[src/design/rlre_pkg.sv]
// shared types and codes of the ring level routing engine
package rlre_pkg;

	localparam logic [7:0] NONE8 = 8'hFF;

	localparam logic [2:0] REQ_START = 3'd0;
	localparam logic [2:0] REQ_TICK  = 3'd1;
	localparam logic [2:0] REQ_SETUP = 3'd2;
	localparam logic [2:0] REQ_DATA  = 3'd3;
	localparam logic [2:0] REQ_APP   = 3'd4;

	localparam logic [2:0] DST_BCAST  = 3'd0;
	localparam logic [2:0] DST_SELF   = 3'd1;
	localparam logic [2:0] DST_SINK   = 3'd2;
	localparam logic [2:0] DST_PARENT = 3'd3;

	localparam logic [1:0] CFG_IS_SINK  = 2'd0;
	localparam logic [1:0] CFG_SELF_ID  = 2'd1;
	localparam logic [1:0] CFG_WIN_TICK = 2'd2;

	typedef enum logic [3:0] {
		ACT_DROP      = 4'd0,
		ACT_DELIVER   = 4'd1,
		ACT_REBCAST   = 4'd2,
		ACT_SEND      = 4'd3,
		ACT_HOLD      = 4'd4,
		ACT_RELEASE   = 4'd5,
		ACT_SETUP     = 4'd6,
		ACT_CONNECTED = 4'd7,
		ACT_LEVEL_UPD = 4'd8,
		ACT_NOT_CONN  = 4'd9
	} act_t;

	typedef struct packed {
		act_t        action;
		logic [7:0]  level;
		logic [7:0]  sink;
		logic [15:0] seq;
		logic        last;
	} result_t;

	typedef struct packed {
		logic              fire;
		logic [1:0]        n;
		result_t [2:0]     res;
	} emit_t;

	typedef struct packed {
		logic        seen;
		logic [15:0] seq;
	} tbl_entry_t;

	typedef struct packed {
		logic        en;
		logic [7:0]  src;
		logic [15:0] seq;
	} tbl_wr_t;

endpackage

[src/design/rlre_ifs.sv]
// channel interfaces: request, result and configuration write
interface rlre_req_if;
	logic        valid;
	logic        ready;
	logic [2:0]  req_type;
	logic [2:0]  dst_kind;
	logic [7:0]  src_addr;
	logic [7:0]  sender_level;
	logic [7:0]  pkt_sink;
	logic [15:0] pkt_seq;

	modport source (output valid, req_type, dst_kind, src_addr, sender_level, pkt_sink,
		pkt_seq, input ready);
	modport sink (input valid, req_type, dst_kind, src_addr, sender_level, pkt_sink,
		pkt_seq, output ready);
endinterface

interface rlre_rsp_if;
	logic        valid;
	logic        ready;
	logic [3:0]  action;
	logic [7:0]  level_out;
	logic [7:0]  sink_out;
	logic [15:0] seq_out;
	logic        last;

	modport source (output valid, action, level_out, sink_out, seq_out, last, input ready);
	modport sink (input valid, action, level_out, sink_out, seq_out, last, output ready);
endinterface

interface rlre_cfg_if;
	logic        valid;
	logic        ready;
	logic [1:0]  index;
	logic [15:0] data;

	modport source (output valid, index, data, input ready);
	modport sink (input valid, index, data, output ready);
endinterface

[src/design/rlre_src_table.sv]
// per-source sequence filter memory with clearing sweep and write forwarding
module rlre_src_table #(
	parameter int MAX_NODES = 256
) (
	input  logic                clk,
	input  logic                arst_n,
	input  logic                rd_en,
	input  logic [7:0]          rd_src,
	input  rlre_pkg::tbl_wr_t   wr,
	input  logic                clr_start,
	output rlre_pkg::tbl_entry_t rd_entry,
	output logic                clearing
);

	localparam int AW = $clog2(MAX_NODES);

	logic [AW-1:0]        idx_of [256];
	rlre_pkg::tbl_entry_t mem [MAX_NODES];
	rlre_pkg::tbl_entry_t rdata_q;
	rlre_pkg::tbl_entry_t fwd_data_q;
	rlre_pkg::tbl_entry_t wr_data;
	logic                 fwd_hit_q;
	logic                 clearing_q;
	logic [AW-1:0]        clr_idx_q;
	logic [AW-1:0]        rd_addr;
	logic [AW-1:0]        wr_addr;
	logic                 wr_en;

	// source address folded onto the table depth
	for (genvar g = 0; g < 256; g++) begin : g_idx
		assign idx_of[g] = AW'(g % MAX_NODES);
	end

	assign rd_addr = idx_of[rd_src];
	assign wr_addr = clearing_q ? clr_idx_q : idx_of[wr.src];
	assign wr_en   = clearing_q || wr.en;

	always_comb begin
		wr_data.seen = !clearing_q;
		wr_data.seq  = clearing_q ? 16'd0 : wr.seq;
	end

	always_ff @(posedge clk) begin
		if (wr_en) begin
			mem[wr_addr] <= wr_data;
		end
		if (rd_en) begin
			rdata_q    <= mem[rd_addr];
			fwd_data_q <= wr_data;
		end
	end

	// a write landing on the entry being read in the same cycle wins
	always_ff @(posedge clk or negedge arst_n) begin
		if (!arst_n) begin
			fwd_hit_q  <= 1'b0;
			clearing_q <= 1'b1;
			clr_idx_q  <= '0;
		end else begin
			if (rd_en) begin
				fwd_hit_q <= wr_en && (wr_addr == rd_addr);
			end
			if (clearing_q) begin
				if (clr_idx_q == AW'(MAX_NODES - 1)) begin
					clearing_q <= 1'b0;
				end else begin
					clr_idx_q <= clr_idx_q + 1'b1;
				end
			end else if (clr_start) begin
				clearing_q <= 1'b1;
				clr_idx_q  <= '0;
			end
		end
	end

	assign rd_entry = fwd_hit_q ? fwd_data_q : rdata_q;
	assign clearing = clearing_q;

	a_no_wr_in_sweep: assert property (@(posedge clk) disable iff (!arst_n)
		wr.en |-> !clearing_q)
		else $error("filter update during clearing sweep");

endmodule

[src/design/rlre_ctrl.sv]
// event stage: config, routing state, filter read-modify-write, result build
module rlre_ctrl (
	input  logic                 clk,
	input  logic                 arst_n,
	rlre_req_if.sink             req,
	rlre_cfg_if.sink             cfg,
	output logic                 rd_en,
	output logic [7:0]           rd_src,
	output rlre_pkg::tbl_wr_t    wr,
	output logic                 clr_start,
	input  rlre_pkg::tbl_entry_t rd_entry,
	input  logic                 clearing,
	input  logic                 buf_free,
	output rlre_pkg::emit_t      emit
);

	// config
	logic        is_sink_q;
	logic [7:0]  self_id_q;
	logic [15:0] win_q;

	// routing state
	logic [7:0]  own_level_q, own_level_d;
	logic [7:0]  own_sink_q, own_sink_d;
	logic [7:0]  best_level_q, best_level_d;
	logic [7:0]  best_sink_q, best_sink_d;
	logic        joined_q, joined_d;
	logic        armed_q, armed_d;
	logic [15:0] left_q, left_d;
	logic [15:0] next_seq_q, next_seq_d;
	logic        holding_q, holding_d;

	// event stage
	logic        valid_s1;
	logic [2:0]  req_s1;
	logic [2:0]  dst_s1;
	logic [7:0]  src_s1;
	logic [7:0]  slev_s1;
	logic [7:0]  psink_s1;
	logic [15:0] pseq_s1;

	logic                        in_rdy;
	logic                        accept;
	logic                        fire;
	logic                        filt_ok;
	logic                        lvl_ok;
	logic                        tbl_upd;
	logic [7:0]                  lvl_new;
	logic [7:0]                  bl_eff;
	logic [1:0]                  n;
	rlre_pkg::result_t [2:0]     res;

	assign fire   = valid_s1 && buf_free;
	// nothing enters behind a start until the filter sweep is over
	assign in_rdy = !clearing && (!valid_s1 || (fire && req_s1 != rlre_pkg::REQ_START));
	assign accept = req.valid && in_rdy;
	assign req.ready = in_rdy;
	assign cfg.ready = 1'b1;

	assign rd_en  = accept;
	assign rd_src = req.src_addr;

	assign filt_ok = !rd_entry.seen || (pseq_s1 > rd_entry.seq);
	assign lvl_ok  = ({1'b0, slev_s1} == ({1'b0, own_level_q} + 9'd1));

	always_comb begin
		own_level_d  = own_level_q;
		own_sink_d   = own_sink_q;
		best_level_d = best_level_q;
		best_sink_d  = best_sink_q;
		joined_d     = joined_q;
		armed_d      = armed_q;
		left_d       = left_q;
		next_seq_d   = next_seq_q;
		holding_d    = holding_q;
		tbl_upd      = 1'b0;
		lvl_new      = best_level_q + 8'd1;
		bl_eff       = armed_q ? best_level_q : rlre_pkg::NONE8;
		n            = 2'd0;
		res          = '0;
		unique case (req_s1)
			rlre_pkg::REQ_START: begin
				own_level_d  = is_sink_q ? 8'd0 : rlre_pkg::NONE8;
				own_sink_d   = is_sink_q ? self_id_q : rlre_pkg::NONE8;
				best_level_d = is_sink_q ? 8'd0 : rlre_pkg::NONE8;
				best_sink_d  = is_sink_q ? self_id_q : rlre_pkg::NONE8;
				joined_d     = is_sink_q;
				armed_d      = 1'b0;
				left_d       = 16'd0;
				next_seq_d   = 16'd0;
				if (is_sink_q) begin
					res[0] = '{rlre_pkg::ACT_SETUP, 8'd0, self_id_q, 16'd0, 1'b1};
					n      = 2'd1;
				end
			end
			rlre_pkg::REQ_TICK: begin
				if (armed_q) begin
					if (left_q <= 16'd1) begin
						left_d  = 16'd0;
						armed_d = 1'b0;
						if (best_level_q == rlre_pkg::NONE8) begin
							// nothing heard: run the window again
							armed_d = 1'b1;
							left_d  = win_q;
						end else if (own_level_q == rlre_pkg::NONE8) begin
							own_level_d = lvl_new;
							own_sink_d  = best_sink_q;
							if (!joined_q) begin
								joined_d = 1'b1;
								res[0] = '{rlre_pkg::ACT_CONNECTED, lvl_new, best_sink_q,
									16'd0, 1'b0};
								if (holding_q) begin
									holding_d = 1'b0;
									res[1] = '{rlre_pkg::ACT_RELEASE, lvl_new, best_sink_q,
										16'd0, 1'b0};
									res[2] = '{rlre_pkg::ACT_SETUP, lvl_new, best_sink_q,
										16'd0, 1'b1};
									n = 2'd3;
								end else begin
									res[1] = '{rlre_pkg::ACT_SETUP, lvl_new, best_sink_q,
										16'd0, 1'b1};
									n = 2'd2;
								end
							end else begin
								res[0] = '{rlre_pkg::ACT_LEVEL_UPD, lvl_new, best_sink_q,
									16'd0, 1'b0};
								res[1] = '{rlre_pkg::ACT_SETUP, lvl_new, best_sink_q,
									16'd0, 1'b1};
								n = 2'd2;
							end
						end
						best_level_d = is_sink_q ? 8'd0 : rlre_pkg::NONE8;
						best_sink_d  = is_sink_q ? self_id_q : rlre_pkg::NONE8;
					end else begin
						left_d = left_q - 16'd1;
					end
				end
			end
			rlre_pkg::REQ_SETUP: begin
				if (!is_sink_q) begin
					if (!armed_q) begin
						armed_d      = 1'b1;
						left_d       = win_q;
						best_level_d = rlre_pkg::NONE8;
						best_sink_d  = rlre_pkg::NONE8;
					end
					if (bl_eff == rlre_pkg::NONE8 || bl_eff > slev_s1) begin
						best_level_d = slev_s1;
						best_sink_d  = psink_s1;
					end
				end
			end
			rlre_pkg::REQ_DATA: begin
				res[0] = '{rlre_pkg::ACT_DROP, 8'd0, 8'd0, 16'd0, 1'b1};
				n      = 2'd1;
				unique case (dst_s1)
					rlre_pkg::DST_BCAST, rlre_pkg::DST_SELF: begin
						res[0].action = rlre_pkg::ACT_DELIVER;
					end
					rlre_pkg::DST_SINK: begin
						if (lvl_ok) begin
							if (self_id_q == psink_s1) begin
								if (filt_ok) begin
									tbl_upd       = 1'b1;
									res[0].action = rlre_pkg::ACT_DELIVER;
								end
							end else if (psink_s1 == own_sink_q) begin
								res[0] = '{rlre_pkg::ACT_REBCAST, slev_s1, psink_s1,
									pseq_s1, 1'b1};
							end
						end
					end
					rlre_pkg::DST_PARENT: begin
						if (lvl_ok && psink_s1 == own_sink_q && filt_ok) begin
							tbl_upd       = 1'b1;
							res[0].action = rlre_pkg::ACT_DELIVER;
						end
					end
					default: begin
					end
				endcase
			end
			rlre_pkg::REQ_APP: begin
				if (dst_s1 == rlre_pkg::DST_SINK || dst_s1 == rlre_pkg::DST_PARENT) begin
					next_seq_d = next_seq_q + 16'd1;
					if (joined_q) begin
						res[0] = '{rlre_pkg::ACT_SEND, own_level_q, own_sink_q,
							next_seq_q, 1'b1};
						n = 2'd1;
					end else begin
						holding_d = 1'b1;
						res[0] = '{rlre_pkg::ACT_HOLD, own_level_q, own_sink_q,
							next_seq_q, 1'b0};
						res[1] = '{rlre_pkg::ACT_NOT_CONN, own_level_q, own_sink_q,
							16'd0, 1'b1};
						n = 2'd2;
					end
				end else begin
					res[0] = '{rlre_pkg::ACT_SEND, own_level_q, own_sink_q, 16'd0, 1'b1};
					n = 2'd1;
				end
			end
			default: begin
			end
		endcase
	end

	assign wr.en  = fire && tbl_upd;
	assign wr.src = src_s1;
	assign wr.seq = pseq_s1;

	assign clr_start = fire && req_s1 == rlre_pkg::REQ_START;

	assign emit.fire = fire;
	assign emit.n    = n;
	assign emit.res  = res;

	always_ff @(posedge clk) begin
		if (accept) begin
			req_s1   <= req.req_type;
			dst_s1   <= req.dst_kind;
			src_s1   <= req.src_addr;
			slev_s1  <= req.sender_level;
			psink_s1 <= req.pkt_sink;
			pseq_s1  <= req.pkt_seq;
		end
	end

	always_ff @(posedge clk or negedge arst_n) begin
		if (!arst_n) begin
			valid_s1     <= 1'b0;
			is_sink_q    <= 1'b0;
			self_id_q    <= 8'd0;
			win_q        <= 16'd1000;
			own_level_q  <= rlre_pkg::NONE8;
			own_sink_q   <= rlre_pkg::NONE8;
			best_level_q <= rlre_pkg::NONE8;
			best_sink_q  <= rlre_pkg::NONE8;
			joined_q     <= 1'b0;
			armed_q      <= 1'b0;
			left_q       <= 16'd0;
			next_seq_q   <= 16'd0;
			holding_q    <= 1'b0;
		end else begin
			if (accept) begin
				valid_s1 <= 1'b1;
			end else if (fire) begin
				valid_s1 <= 1'b0;
			end
			if (cfg.valid) begin
				unique case (cfg.index)
					rlre_pkg::CFG_IS_SINK:  is_sink_q <= cfg.data[0];
					rlre_pkg::CFG_SELF_ID:  self_id_q <= cfg.data[7:0];
					rlre_pkg::CFG_WIN_TICK: win_q     <= cfg.data;
					default: begin
					end
				endcase
			end
			if (fire) begin
				own_level_q  <= own_level_d;
				own_sink_q   <= own_sink_d;
				best_level_q <= best_level_d;
				best_sink_q  <= best_sink_d;
				joined_q     <= joined_d;
				armed_q      <= armed_d;
				left_q       <= left_d;
				next_seq_q   <= next_seq_d;
				holding_q    <= holding_d;
			end
		end
	end

	a_no_accept_in_sweep: assert property (@(posedge clk) disable iff (!arst_n)
		accept |-> !clearing)
		else $error("event taken while filter is being cleared");

	a_start_sweeps: assert property (@(posedge clk) disable iff (!arst_n)
		clr_start |=> clearing && !valid_s1)
		else $error("start did not begin a clearing sweep");

endmodule

[src/design/rlre_out_buf.sv]
// result buffer for up to three words per event and the output register
module rlre_out_buf (
	input  logic            clk,
	input  logic            arst_n,
	input  rlre_pkg::emit_t emit,
	output logic            buf_free,
	rlre_rsp_if.source      rsp
);

	rlre_pkg::result_t res_q [3];
	rlre_pkg::result_t out_q;
	logic [1:0]        cnt_q;
	logic              out_valid_q;
	logic              move;
	logic              load;

	assign move     = cnt_q != 2'd0 && (!out_valid_q || rsp.ready);
	assign buf_free = cnt_q == 2'd0 || (cnt_q == 2'd1 && move);
	assign load     = emit.fire && emit.n != 2'd0;

	always_ff @(posedge clk) begin
		if (load) begin
			res_q[0] <= emit.res[0];
			res_q[1] <= emit.res[1];
			res_q[2] <= emit.res[2];
		end else if (move) begin
			res_q[0] <= res_q[1];
			res_q[1] <= res_q[2];
		end
		if (move) begin
			out_q <= res_q[0];
		end
	end

	always_ff @(posedge clk or negedge arst_n) begin
		if (!arst_n) begin
			cnt_q       <= 2'd0;
			out_valid_q <= 1'b0;
		end else begin
			if (load) begin
				cnt_q <= emit.n;
			end else if (move) begin
				cnt_q <= cnt_q - 2'd1;
			end
			if (move) begin
				out_valid_q <= 1'b1;
			end else if (rsp.ready) begin
				out_valid_q <= 1'b0;
			end
		end
	end

	assign rsp.valid     = out_valid_q;
	assign rsp.action    = out_q.action;
	assign rsp.level_out = out_q.level;
	assign rsp.sink_out  = out_q.sink;
	assign rsp.seq_out   = out_q.seq;
	assign rsp.last      = out_q.last;

	a_load_when_free: assert property (@(posedge clk) disable iff (!arst_n)
		load |-> buf_free)
		else $error("result buffer overwritten before drained");

	a_word_from_buf: assert property (@(posedge clk) disable iff (!arst_n)
		$rose(out_valid_q) |-> $past(cnt_q) != 2'd0)
		else $error("output word without a buffered result");

endmodule

[src/design/ring_level_routing_engine.sv]
// top level of the ring level routing engine
//
//   channel  dir  handshake        word
//   req      in   valid / ready    one event: type, destination, packet fields
//   rsp      out  valid / ready    one result: action, level, sink, seq, last
//   cfg      in   valid / ready    register write: index, data (always ready)
//
// an event is taken with a filter table read and held in the event stage until
// the result buffer is free; its results reach rsp through that buffer and the
// output register; while rsp is ready, events giving at most one result flow
// at one per cycle and an event with n results holds the buffer until its n
// words are out, one per cycle; after reset and after every start event the
// filter table is swept, one entry a cycle, with req.ready low meanwhile; a
// stalled rsp backs up into the result buffer and then into req.ready
module ring_level_routing_engine #(
	parameter int MAX_NODES = 256
) (
	input  logic        clk,
	input  logic        arst_n,
	rlre_req_if.sink    req,
	rlre_rsp_if.source  rsp,
	rlre_cfg_if.sink    cfg
);

	logic                 rd_en;
	logic [7:0]           rd_src;
	rlre_pkg::tbl_wr_t    wr;
	logic                 clr_start;
	rlre_pkg::tbl_entry_t rd_entry;
	logic                 clearing;
	logic                 buf_free;
	rlre_pkg::emit_t      emit;

	rlre_src_table #(
		.MAX_NODES(MAX_NODES)
	) u_table (
		.clk      (clk),
		.arst_n   (arst_n),
		.rd_en    (rd_en),
		.rd_src   (rd_src),
		.wr       (wr),
		.clr_start(clr_start),
		.rd_entry (rd_entry),
		.clearing (clearing)
	);

	rlre_ctrl u_ctrl (
		.clk      (clk),
		.arst_n   (arst_n),
		.req      (req),
		.cfg      (cfg),
		.rd_en    (rd_en),
		.rd_src   (rd_src),
		.wr       (wr),
		.clr_start(clr_start),
		.rd_entry (rd_entry),
		.clearing (clearing),
		.buf_free (buf_free),
		.emit     (emit)
	);

	rlre_out_buf u_out (
		.clk     (clk),
		.arst_n  (arst_n),
		.emit    (emit),
		.buf_free(buf_free),
		.rsp     (rsp)
	);

endmodule
[src/flat_wrapper.sv]
// flat-port wrapper written by rule: the top's interface ports become plain ports
module ring_level_routing_engine_flat 
#(
	parameter int MAX_NODES = 256
)
  (clk, arst_n, req_valid, req_req_type, req_dst_kind, req_src_addr, req_sender_level, req_pkt_sink, req_pkt_seq, req_ready, rsp_valid, rsp_action, rsp_level_out, rsp_sink_out, rsp_seq_out, rsp_last, rsp_ready, cfg_valid, cfg_index, cfg_data, cfg_ready);
  rlre_req_if req_i ();
  rlre_rsp_if rsp_i ();
  rlre_cfg_if cfg_i ();
  input  logic clk;
  input  logic arst_n;
  input wire logic [$bits(req_i.valid)-1:0] req_valid;
  input wire logic [$bits(req_i.req_type)-1:0] req_req_type;
  input wire logic [$bits(req_i.dst_kind)-1:0] req_dst_kind;
  input wire logic [$bits(req_i.src_addr)-1:0] req_src_addr;
  input wire logic [$bits(req_i.sender_level)-1:0] req_sender_level;
  input wire logic [$bits(req_i.pkt_sink)-1:0] req_pkt_sink;
  input wire logic [$bits(req_i.pkt_seq)-1:0] req_pkt_seq;
  output wire logic [$bits(req_i.ready)-1:0] req_ready;
  output wire logic [$bits(rsp_i.valid)-1:0] rsp_valid;
  output wire logic [$bits(rsp_i.action)-1:0] rsp_action;
  output wire logic [$bits(rsp_i.level_out)-1:0] rsp_level_out;
  output wire logic [$bits(rsp_i.sink_out)-1:0] rsp_sink_out;
  output wire logic [$bits(rsp_i.seq_out)-1:0] rsp_seq_out;
  output wire logic [$bits(rsp_i.last)-1:0] rsp_last;
  input wire logic [$bits(rsp_i.ready)-1:0] rsp_ready;
  input wire logic [$bits(cfg_i.valid)-1:0] cfg_valid;
  input wire logic [$bits(cfg_i.index)-1:0] cfg_index;
  input wire logic [$bits(cfg_i.data)-1:0] cfg_data;
  output wire logic [$bits(cfg_i.ready)-1:0] cfg_ready;
  assign req_i.valid = req_valid;
  assign req_i.req_type = req_req_type;
  assign req_i.dst_kind = req_dst_kind;
  assign req_i.src_addr = req_src_addr;
  assign req_i.sender_level = req_sender_level;
  assign req_i.pkt_sink = req_pkt_sink;
  assign req_i.pkt_seq = req_pkt_seq;
  assign req_ready = req_i.ready;
  assign rsp_valid = rsp_i.valid;
  assign rsp_action = rsp_i.action;
  assign rsp_level_out = rsp_i.level_out;
  assign rsp_sink_out = rsp_i.sink_out;
  assign rsp_seq_out = rsp_i.seq_out;
  assign rsp_last = rsp_i.last;
  assign rsp_i.ready = rsp_ready;
  assign cfg_i.valid = cfg_valid;
  assign cfg_i.index = cfg_index;
  assign cfg_i.data = cfg_data;
  assign cfg_ready = cfg_i.ready;
  ring_level_routing_engine #(.MAX_NODES(MAX_NODES)) u_core (.clk(clk), .arst_n(arst_n), .req(req_i), .rsp(rsp_i), .cfg(cfg_i));
endmodule
[config.mk]
export PLATFORM = sky130hd
export DESIGN_NAME = ring_level_routing_engine_flat
export DESIGN_NICKNAME = d
export VERILOG_FILES = /design/src/design/rlre_pkg.sv /design/src/design/rlre_ifs.sv /design/src/design/rlre_src_table.sv /design/src/design/rlre_ctrl.sv /design/src/design/rlre_out_buf.sv /design/src/design/ring_level_routing_engine.sv /design/src/flat_wrapper.sv
export SDC_FILE = /design/constraint.sdc
export NUM_CORES = 2
export LEC_CHECK = 0
export ABC_AREA = 0
export ABC_CLOCK_PERIOD_IN_PS = 8150
export BUFFER_PORTS_ARGS = -buffer_cell sky130_fd_sc_hd__buf_2
export CELL_PAD_IN_SITES_DETAIL_PLACEMENT = 2
export CELL_PAD_IN_SITES_GLOBAL_PLACEMENT = 2
export CORE_ASPECT_RATIO = 1.2
export CORE_MARGIN = 5
export CORE_UTILIZATION = 45
export DETAILED_ROUTE_END_ITERATION = 12
export GPL_TIMING_DRIVEN = 0
export PLACE_DENSITY_LB_ADDON = 0.12
export SYNTH_ARGS = -nofsm -noshare
export SYNTH_HDL_FRONTEND = slang
export SYNTH_MEMORY_MAX_BITS = 65536
export SYNTH_SLANG_ARGS = --single-unit
[constraint.sdc]
create_clock -name clk -period 8.15 [get_ports clk]
set_clock_uncertainty 0.05 [all_clocks]
set_input_delay 1.63 -clock clk [delete_from_list [all_inputs] [get_ports clk]]
set_output_delay 1.63 -clock clk [all_outputs]
set_load 0.02 [all_outputs]
==> results.yml <==
run_status:
  status: "finished with violations"
  violated_checks: "capacitance limit, slew limit, setup timing"
synth:
  ys_dominant_reg_cell: "sky130_fd_sc_hd__edfxtp_1"
  register_area_share_after_synthesis_pct: 77.3
  synth.distinct_cells: 86
  post_synth_inst_count: 8363
  count_of_flip_flops_with_a_built_in_enable_after_synthesis: 4544
  syn_area_um2: 180000
  average_cell_area_after_synthesis_um2: 21.5
  synth.yosys.warnings: 0
  yosys.area.top_type: "sky130_fd_sc_hd__edfxtp_1"
  syn_nets: 8464
  synth_async_sr_flop_share_pct: 2.28
  synth.top_cell.area_share_pct: 75.8
  netlist_top_cells_area: "sky130_fd_sc_hd__edfxtp_1 (76%), sky130_fd_sc_hd__mux4_2 (14%), sky130_fd_sc_hd__mux2i_1 (1.1%)"
  number_of_register_bits_inferred_by_synthesis: 4650
layout:
  nets: 9415
  most_common_cell_after_layout_fill_and_taps_aside: "sky130_fd_sc_hd__edfxtp_1"
  layout-drive-gt1-share_pct: 29.7
  finalCoreUtilization_pct: 52.7
  most_frequent_cells_in_the_layout: "sky130_fd_sc_hd__edfxtp_1 (4,544), sky130_fd_sc_hd__mux4_2 (1,079), sky130_fd_sc_hd__clkbuf_16 (475)"
  area_growth_syn_to_layout_pct: 16.8
  finish.instance_area_um2: 210000
global_route:
  met1_usage_pct: 41.3
  grt_first_pass_wirelength_um: 940000
  grt_start_max_net_pins: 94
  grt_antenna_before_repair: 59
  via_count_of_the_first_global_routing_pass: 105000
  gr-total-overflow: 0
  track_usage_pct: 33.2
  grtUsageMet3_pct: 6.01
  grt_busiest_layer: "met2"
  met2_usage_pct: 54.1
route:
  drt_iter0_markers: 14300
  postRouteWirelength_um: 691000
  antenna_left: 0
  dr_total_vias: 99500
  wl_per_cell_um: 46.1
  avgViaCountPerCell: 6.63
  drc: 0
  drt_first_pass_iters: 8
sta:
  setup-violations-final: 1
  layout_worst_path_cycle_share_pct: 101
  worst_pin_slew_ps: 1630
  slew_viol_final: 47
  timing.slew.headroom_pct: -9.80
  grt_setup_unrepaired: "no"
  timing.setup.tns_ps: -121
  fin_ws_ps: -121
  min_period_ps: 8270
  final_hold_viol_count: 0
  fmaxAchievable_mhz: 121
placed_design:
  hpwl_um: 481000
  pre_cts_slack_ps: -552
  io_buffers: 107
  place_area_um2: 195000
  gp_congestion: 0.900
clocking:
  cts_tree: "done"
  number_of_buffers_created_by_cts: 467
  ctsHoldBuffers: 0
  clk_latency_ps: 1100
  ctsResizeCount: 0
  cts-htree-levels: 5
  cts_post_setup_buffers_inserted: 0
  clk_path_buf_depth: 4
  worst_setup_hold_path_clk_slew_ps: 60
  cts_root_buffer_type: "sky130_fd_sc_hd__clkbuf_16"
  cts.sink_count: 4650
power:
  worst_ir_drop_vdd_v: 0.000200
  totalPowerFinal_w: 0.0612
  leakagePower_nw: 66.7
  power-per-cell-area_nw_per_um2: 291
job:
  drv_cap: 13
worst_hold_path:
  hold_wc_path_type: "reg2reg"
critical_path:
  startpoint_type_of_the_worst_setup_path: "input pin"
  cp_data_required_time_ps: 8760
  critical_path_peak_fanout: 10
  timing_worst_setup_path_type: "in2reg"
  kind_of_capture_point_of_the_worst_setup_path: "flip-flop"
  arrival_ps: 8880
floorplanning:
  floorplan.io_pins: 109
  die_x_um: 587
  initial_utilization_pct: 45.2
  die_height_um: 703
  fp-row-count: 254
  core_um2: 399000
  design.die.area_um2: 413000
cells in the mapped netlist, types with 32 or more instances:
| master | number |
|---|---|
| sky130_fd_sc_hd__nor2_1 | 439 |
| sky130_fd_sc_hd__buf_6 | 61 |
| sky130_fd_sc_hd__nor4_1 | 70 |
| sky130_fd_sc_hd__ha_1 | 32 |
| sky130_fd_sc_hd__a22oi_1 | 260 |
| sky130_fd_sc_hd__buf_1 | 49 |
| sky130_fd_sc_hd__a221oi_1 | 53 |
| sky130_fd_sc_hd__inv_1 | 54 |
| sky130_fd_sc_hd__a21oi_1 | 182 |
| sky130_fd_sc_hd__dfrtp_1 | 67 |
| sky130_fd_sc_hd__mux2i_1 | 201 |
| sky130_fd_sc_hd__dfstp_2 | 39 |
| sky130_fd_sc_hd__buf_2 | 113 |
| sky130_fd_sc_hd__or3_1 | 36 |
| sky130_fd_sc_hd__edfxtp_1 | 4544 |
| sky130_fd_sc_hd__o21ai_0 | 110 |
| sky130_fd_sc_hd__mux4_2 | 1079 |
| sky130_fd_sc_hd__o22ai_1 | 104 |
| sky130_fd_sc_hd__xnor2_1 | 37 |
| sky130_fd_sc_hd__nor3_1 | 47 |
| sky130_fd_sc_hd__clkbuf_1 | 166 |
| sky130_fd_sc_hd__buf_4 | 66 |
| sky130_fd_sc_hd__nand2_1 | 152 |
metrics by stage:
stage                     instances  hold WS (ps)
after floorplan                8363           350
after global placement        13700           353
after detailed placement      14100           358
after CTS                     15000           371
after global routing          15000           381
final                         15000           371
flip-flops by register name (all words and copies together), names as in the netlist, 16 cells and up:
register	flops
u_core.u_ctrl.win_q	16
u_core.u_table.fwd_data_q	17
u_core.u_ctrl.pseq_s1	16
u_core.u_table.rdata_q	17
u_core.u_table.mem	4352
u_core.u_ctrl.left_q	16
u_core.u_out.rsp.seq_out	16
u_core.u_out.res_q	75
u_core.u_ctrl.next_seq_q	16
kinds of logic (layout without fill, tap and decap cells):
kind of cell	after synthesis	after routing	share of synthesized area (%)
multiplexers	1318	1318	14.9
AO/OA/AOI/OAI	842	842	3.15
other	1	33	0.00208
XOR/XNOR	62	62	0.302
buffers and inverters	517	1871	1.60
adder cells (fa/ha/maj)	32	32	0.222
flip-flops	4650	4650	77.3
AND/OR/NAND/NOR	941	941	2.46
worst max-delay path, stage by stage:
cell,delay (ps)
sky130_fd_sc_hd__buf_2,190
sky130_fd_sc_hd__buf_2,360
sky130_fd_sc_hd__nand3b_1,320
sky130_fd_sc_hd__clkbuf_1,730
sky130_fd_sc_hd__or3_1,210
sky130_fd_sc_hd__clkbuf_1,490
sky130_fd_sc_hd__clkbuf_1,740
sky130_fd_sc_hd__o22ai_1,250
sky130_fd_sc_hd__nor4_1,1070
sky130_fd_sc_hd__nand3_1,660
sky130_fd_sc_hd__nor3_1,1120
sky130_fd_sc_hd__nor3b_1,1070
power by group:
group	switching [W]	internal (W)
registers	0.000455	0.0294
clock network	0.00987	0.0124
logic	0.00687	0.00229
final timing paths:
path	from	end	slack, ps	cells after the start
max in group asynchronous	arst_n	u_core.u_table.clr_idx_q[1]	6750	2
worst min register to register	u_core.u_out.res_q[0][22]	u_core.u_out.rsp.sink_out[5]	370	0
worst max register to register	u_core.u_table.fwd_hit_q	u_core.u_table.mem[83][12]	1410	11
min in group asynchronous	arst_n	u_core.u_ctrl.left_q[15]	470	1
worst max-delay path	req_src_addr[2]	u_core.u_table.rdata_q[7]	-120	12
worst min-delay path	u_core.u_out.res_q[0][22]	u_core.u_out.rsp.sink_out[5]	370	0
routing by layer:
layer / wire, um / up-vias
li1: - / 37200
met1: 245000 / 54600
met2: 335000 / 6206
met3: 55900 / 1511
met4: 55200 / 18
met5: 104 / -
cell type report:
| class | instances | area, um2 |
|---|---|---|
| timing repair buffer | 482 | 7470 |
| antenna | 32 | 80.1 |
| fill | 33800 | 188000 |
| clock buffer | 575 | 12300 |
| sequential | 4650 | 139000 |
| buffer | 462 | 2680 |
| multi-input combinational | 3196 | 38700 |
| inverter | 55 | 214 |
| clock inverter | 297 | 2940 |
| tap | 5248 | 6570 |
Power figures use the tool's default switching activity.
